--- config.mk ---
export PLATFORM = sky130hd
export DESIGN_NAME = dmh_reduce
export DESIGN_NICKNAME = d
export VERILOG_FILES = /design/src/rtl/dmh_pkg.sv /design/src/rtl/dmh_reduce.sv
export SDC_FILE = /design/constraint.sdc
export NUM_CORES = 2
export LEC_CHECK = 0
export BUFFER_PORTS_ARGS = -buffer_cell sky130_fd_sc_hd__buf_2
export CAP_MARGIN = 10
export CELL_PAD_IN_SITES_DETAIL_PLACEMENT = 1
export CELL_PAD_IN_SITES_GLOBAL_PLACEMENT = 1
export CORE_AREA = 2 2 247 249
export DETAILED_ROUTE_END_ITERATION = 8
export DIE_AREA = 0 0 249 251
export HOLD_SLACK_MARGIN = 0.12
export PLACE_DENSITY_LB_ADDON = 0.2
export RECOVER_POWER = 25
export REMOVE_ABC_BUFFERS = 1
export SYNTH_ARGS = -nofsm -noshare
export SYNTH_HDL_FRONTEND = slang
export SYNTH_SLANG_ARGS = --single-unit
--- constraint.sdc ---
create_clock -name clock -period 7.89 [get_ports clock]
set_input_delay 0 -clock clock [delete_from_list [all_inputs] [get_ports clock]]
set_output_delay 0 -clock clock [all_outputs]
set_load 0.1 [all_outputs]
--- src/rtl/dmh_pkg.sv ---
`default_nettype none
// ----------------------------------------------------------------------------
// dmh_pkg: shared constants and types for the double modulus string hash
// Hash base, the two moduli, field widths and stream packing of the block.
// ----------------------------------------------------------------------------
package dmh_pkg;

   // Hash arithmetic
   localparam int unsigned HASH_BASE = 131;
   localparam int unsigned MOD_A     = 532919237;
   localparam int unsigned MOD_B     = 9587;
   localparam int unsigned A_W       = 29;   // hash_a width, MOD_A < 2**A_W
   localparam int unsigned B_W       = 14;   // hash_b width, MOD_B < 2**B_W

   // Item fields
   localparam int unsigned BYTE_W    = 8;
   localparam int unsigned IDX_W     = 12;
   localparam int unsigned MAX_LEN_DEF = 4096;

   // Stream packing
   localparam int unsigned REQ_DATA_W = ((BYTE_W + 2 * IDX_W + 7) / 8) * 8;
   localparam int unsigned REQ_USER_W = 2;
   localparam int unsigned RSP_DATA_W = ((A_W + B_W + 7) / 8) * 8;
   localparam int unsigned RSP_USER_W = 1;

   // req_tuser bit positions
   localparam int unsigned REQ_USER_ACTION = 0;
   localparam int unsigned REQ_USER_FIRST  = 1;

   // Action codes
   localparam logic ACT_APPEND = 1'b0;
   localparam logic ACT_QUERY  = 1'b1;

   // One stored word: both hashes of one position
   typedef struct packed {
      logic [B_W-1:0] b;
      logic [A_W-1:0] a;
   } hash_pair_type;

endpackage
`default_nettype wire

--- src/rtl/dmh_reduce.sv ---
`default_nettype none
// ----------------------------------------------------------------------------
// dmh_reduce: pipelined Barrett reduction by a constant modulus
// Takes x < 2**(2*MOD_W) and returns x mod MODULUS through x_ff, q_ff, rem_ff and res_ff.
// MODULUS must lie in [2**(MOD_W-1), 2**MOD_W).
// ----------------------------------------------------------------------------
module dmh_reduce #(
   parameter int unsigned MODULUS = dmh_pkg::MOD_A,
   parameter int unsigned MOD_W   = dmh_pkg::A_W
) (
   input  wire logic                 clock,
   input  wire logic [2*MOD_W-1:0]   x,
   output logic      [MOD_W-1:0]     r
);
   localparam int unsigned XW = 2 * MOD_W;
   localparam logic [XW:0]      POW2    = {1'b1, {XW{1'b0}}};
   localparam logic [XW:0]      MU_FULL = POW2 / (XW + 1)'(MODULUS);
   localparam logic [MOD_W:0]   MU      = MU_FULL[MOD_W:0];
   localparam logic [MOD_W+1:0] M_EXT   = (MOD_W + 2)'(MODULUS);

   logic [XW-1:0]        x_ff;
   logic [MOD_W:0]       q_ff;
   logic [MOD_W:0]       q_in;
   logic [MOD_W+1:0]     xlo_ff;
   logic [MOD_W+1:0]     rem_ff;
   logic [MOD_W+1:0]     rem_in;
   logic [MOD_W+1:0]     fix1;
   logic [MOD_W+1:0]     fix2;
   logic [MOD_W-1:0]     res_ff;
   logic [2*MOD_W+1:0]   qest;
   logic [2*MOD_W+2:0]   qm;

   // Stage 1: quotient estimate from the top bits
   assign qest = {{(MOD_W + 1){1'b0}}, x_ff[XW-1:MOD_W-1]} * {{(MOD_W + 1){1'b0}}, MU};
   assign q_in = qest[2*MOD_W+1:MOD_W+1];

   // Stage 2: remainder estimate, below three moduli
   assign qm     = {{(MOD_W + 2){1'b0}}, q_ff} * {{(MOD_W + 1){1'b0}}, M_EXT};
   assign rem_in = xlo_ff - qm[MOD_W+1:0];

   // Stage 3: two conditional subtracts
   always_comb begin
      fix1 = (rem_ff >= M_EXT) ? rem_ff - M_EXT : rem_ff;
      fix2 = (fix1 >= M_EXT) ? fix1 - M_EXT : fix1;
   end

   always_ff @(posedge clock) begin
      x_ff   <= x;
      q_ff   <= q_in;
      xlo_ff <= x_ff[MOD_W+1:0];
      rem_ff <= rem_in;
      res_ff <= fix2[MOD_W-1:0];
   end

   assign r = res_ff;

endmodule
`default_nettype wire

=== After elaboration in Yosys (flattened, before gate mapping) ===
Cells that the tools add are included.

* Bits in registers: 179
* Input bits: 59
* Output and inout port bits: 29
* Logic and storage cells: 14

* Add/subtract/negate cells: 3
* Multipliers: 2
* $lt $le $gt $ge: 2
* Mux-type cells: 2

{| class="wikitable"
|+ Operators with widths
! kind !! count
|-
| $ge A31 B29 Y1 const B || 2
|-
| $mul A30 B30 Y60 const B || 1
|-
| $mul A30 B29 Y31 const B || 1
|-
| $mux W31 || 1
|-
| $sub A31 B29 Y31 const B || 1
|-
| $sub A31 B31 Y31 || 1
|-
| $mux W29 || 1
|-
| $sub A29 B29 Y29 const B || 1
|}

=== Logic depth before layout (Yosys ltp) ===
* Depth after elaboration: 4
* Gate-level depth with buffers: 27
* Depth with buffers taken out: 27

=== Worst setup path after synthesis ===
OpenSTA, ideal clock, no wires.

* Kind: reg2reg
* Start point: reg x_ff[37]
* End point: reg q_ff[29]
* Setup time: 0.115 ns
* Arrival: 7.376 ns
* Data required time: 7.775 ns
* Path slack: 0.399 ns
* Cell stages (with the launch flop): 25
* Buffers on the path: 0
* Clock period less this slack: 7.491 ns
* Path through: dfxtp_1 -> inv_1 -> fa_1 -> inv_1 -> fa_1 -> fa_1 -> inv_1 -> fa_1 -> inv_1 -> fa_1 -> fa_1 -> fa_1 -> ha_1 -> ha_1 -> a211oi_1 -> and3_1 -> or4_1 -> nor2_1 -> a211oi_1 -> o21ai_0 -> a31o_2 -> a211oi_1 -> o31ai_1 -> o41a_1 -> and2_1

* Cells in the longest elaborated chain, start to end: 1

{| class="wikitable"
|+ Ends and longest elaborated chain
! item !! line !! source
|-
| start: declaration || dmh_reduce.sv:21 || <nowiki>logic [XW-1:0] x_ff;</nowiki>
|-
| start signal: assignment || dmh_reduce.sv:48 || <nowiki>x_ff <= x;</nowiki>
|-
| $mul A30 B30 Y60 || dmh_reduce.sv:34 || <nowiki>assign qest = {{(MOD_W + 1){1'b0}}, x_ff[XW-1:MOD_W-1]} * {{(MOD_W + 1){1'b0}}, MU};</nowiki>
|-
| named net qest[59] || dmh_reduce.sv:30 || <nowiki>logic [2*MOD_W+1:0] qest;</nowiki>
|-
| end signal: assignment || dmh_reduce.sv:49 || <nowiki>q_ff <= q_in;</nowiki>
|-
| end: declaration || dmh_reduce.sv:22 || <nowiki>logic [MOD_W:0] q_ff;</nowiki>
|}

The timed path passes the listed nets, and every way through them passes these cells.

=== Final worst setup path ===
* Start point: reg x_ff[44]
* End point: reg q_ff[28]

The elaborated chain is that of the path after synthesis.

==> out/summary.txt <==
worst clock skew: 0.0191 ns
vias: 18,800
Most used DFF post-synth: dfxtp_1
die height: 251 um
CP dominant cell by count: fa_1
slowest cell delay on critical path: 0.62 ns
multi-input logic area: 0.0212 sq mm
Period minus WS final: 7.55 ns
Crit Reg-Reg Startpoint: x_ff[44]$_DFF_P_
fin nets: 3,990
Detailed Routing Iterations Pass 1: 5
area share of the largest cell type after synthesis: 38.3%
vias per cell: 5.09
crit path kind: register to register
cell family with most CP delay: adder cells
Seq/Total Area, Yosys: 12.9%
Die ar.: 0.0625 sq mm
post-route setup TNS: 0 ns
Fill cells: 6,623
Die X: 249 um
Synth Register Bits: 179
Setup crit start: x_ff[44]$_DFF_P_
DRC viols: 0
Routed WL per cell: 20.8 um
area grow syn2layout: 12.2%
global-route wire length before repair: 123 mm
Core Box Area: 0.0598 sq mm
area leader, netlist: fa_1
ys async rst share: 0%
slowest CP cell: fa_1
Max-Cap Viols: 0
FF/Latch Area: 0.00358 sq mm
Mapped Area: 0.0278 sq mm
Least-Margin Pin Slew: 0.901 ns
Worst EP required: 8.25 ns
grt total ovfl: 0
RSZ-0062 raised after global routing: no
share of layout cells above drive strength 1: 6.43%
crit path capture type: register
First DRT Iteration DRCs: 601
most instantiated cells after synthesis: inv_1, fa_1, ha_1
port bufs: 87
initial core utilization: 46.4%
final worst-path cycle share: 95.7%
CTS Buf Count: 17
worst hold path type: input pin to register
Skew-Pair Late Insertion Delay: 0.50 ns
# setup viols final: 0
status: complete, no violations
antenna violations before repair: 1
num ports: 88
WL final: 76.8 mm
CTS tree: yes
vias in the first global route: 22,200
root buffer cell: clkbuf_16
utilization after layout: 52.1%
Hold Violations, Final: 0
Clk pin slew, worst setup/hold paths: 0.08 ns
Ys Warns: 0
hold path start: x[34]
row cnt: 90
Arr. time, crit path: 7.91 ns
Mapped Cells: 2,651
top-count cell post-synth: inv_1
Max-Slew Margin vs Limit: 39.9%
GRT Overall Usage: 25.9%
Ant. Diodes: 0
CP bufs+invs: 6
H-tree levels: 4
CP Max Fanout: 6
Antenna Nets Post-Route: 0
post-DP HPWL: 67.1 mm
clock sink count: 179
top post-synthesis cells by area: fa_1, ha_1, dfxtp_1, inv_1, xnor2_1
Cell variety after synth: 73
dpl cells: 3,548
largest net degree at the start of global routing: 27
f_max: 132 MHz
GP Congestion: 0.972
crit start category: register
post-route insts no fill: 3,689
syn_area_per_cell: 10.5 sq um
clock buffer depth: 2
pins over their slew limit: 0
Post-synth EDFFs: 0
stage by stage:
step / hold WS (ns) / cell area (sq um) / setup slack [ns]
finish: 0.177 / 31100 / 0.339
global route: 0.168 / 31100 / 0.000618
CTS: 0.120 / 31100 / 0.0282
detailed placement: 0.104 / 29400 / 0.0900
global placement: 0.102 / 29400 / 0.318
floorplan: 0.0277 / 27600 / 0.399
cell usage in the layout (no fill, tap or decap), types with 42 or more instances in the layout:
cell	synthesis	layout
inv_1	762	760
fa_1	531	531
ha_1	506	506
dfxtp_1	179	179
xnor2_1	107	107
dlygate4sd3_1	0	106
buf_2	4	78
nand2_1	73	73
nor2_1	66	66
a21oi_1	48	48
buf_4	1	48
o21ai_0	44	42
layout make-up:
cell class	count	area share, %
clock inverters	13	0.595
repair buffers	244	5.96
well taps	782	3.14
multi-input cells	1690	68.2
flip-flops and latches	179	11.5
inverters	762	9.21
clock buffers	19	1.42
worst paths after layout:
path                                            to  slack, ns  depth (start not counted)
worst max-delay path              q_ff[28]$_DFF_P_       0.34                         26
worst min-delay path              x_ff[34]$_DFF_P_       0.18                          2
worst max register to register    q_ff[28]$_DFF_P_       0.34                         26
worst min register to register  xlo_ff[10]$_DFF_P_       0.32                          0
sequential cells by signal, indices dropped and copies added, names as in the netlist:
signal	cells
x_ff	58
rem_ff	31
xlo_ff	31
q_ff	30
r	29
kinds of logic after synthesis:
| family | count (synthesis) | share of synthesized area (%) |
|---|---|---|
| AOI/OAI and AO/OA | 226 | 5.52 |
| adders and majority gates | 1038 | 61.1 |
| xor gates and xnor gates | 141 | 4.45 |
| muxes | 1 | 0.0361 |
| buffers and inverters | 782 | 10.7 |
| DFF | 179 | 12.9 |
| and+or+nand+nor | 284 | 5.22 |
per-layer routing:
layer	routed length [um]	part of all wire (%)	global-route usage, %	up-vias
li1	-	-	-	8639
met1	30900	40	30.1	9641
met2	40800	53	48.4	345
met3	2240	2.9	3.52	146
met4	2890	3.8	10.0	0
met5	0	0	0	-
repair_timing:
item	4_1_cts	5_1_grt
hold endpoints to repair	58	0
hold buffers	106	0
gates resized for setup	0	9
buffers inserted	0	3
setup endpoints to repair	0	12
Power is not shown: default switching activity piles up to over one toggle a cycle in this logic, so the estimate is an artifact.
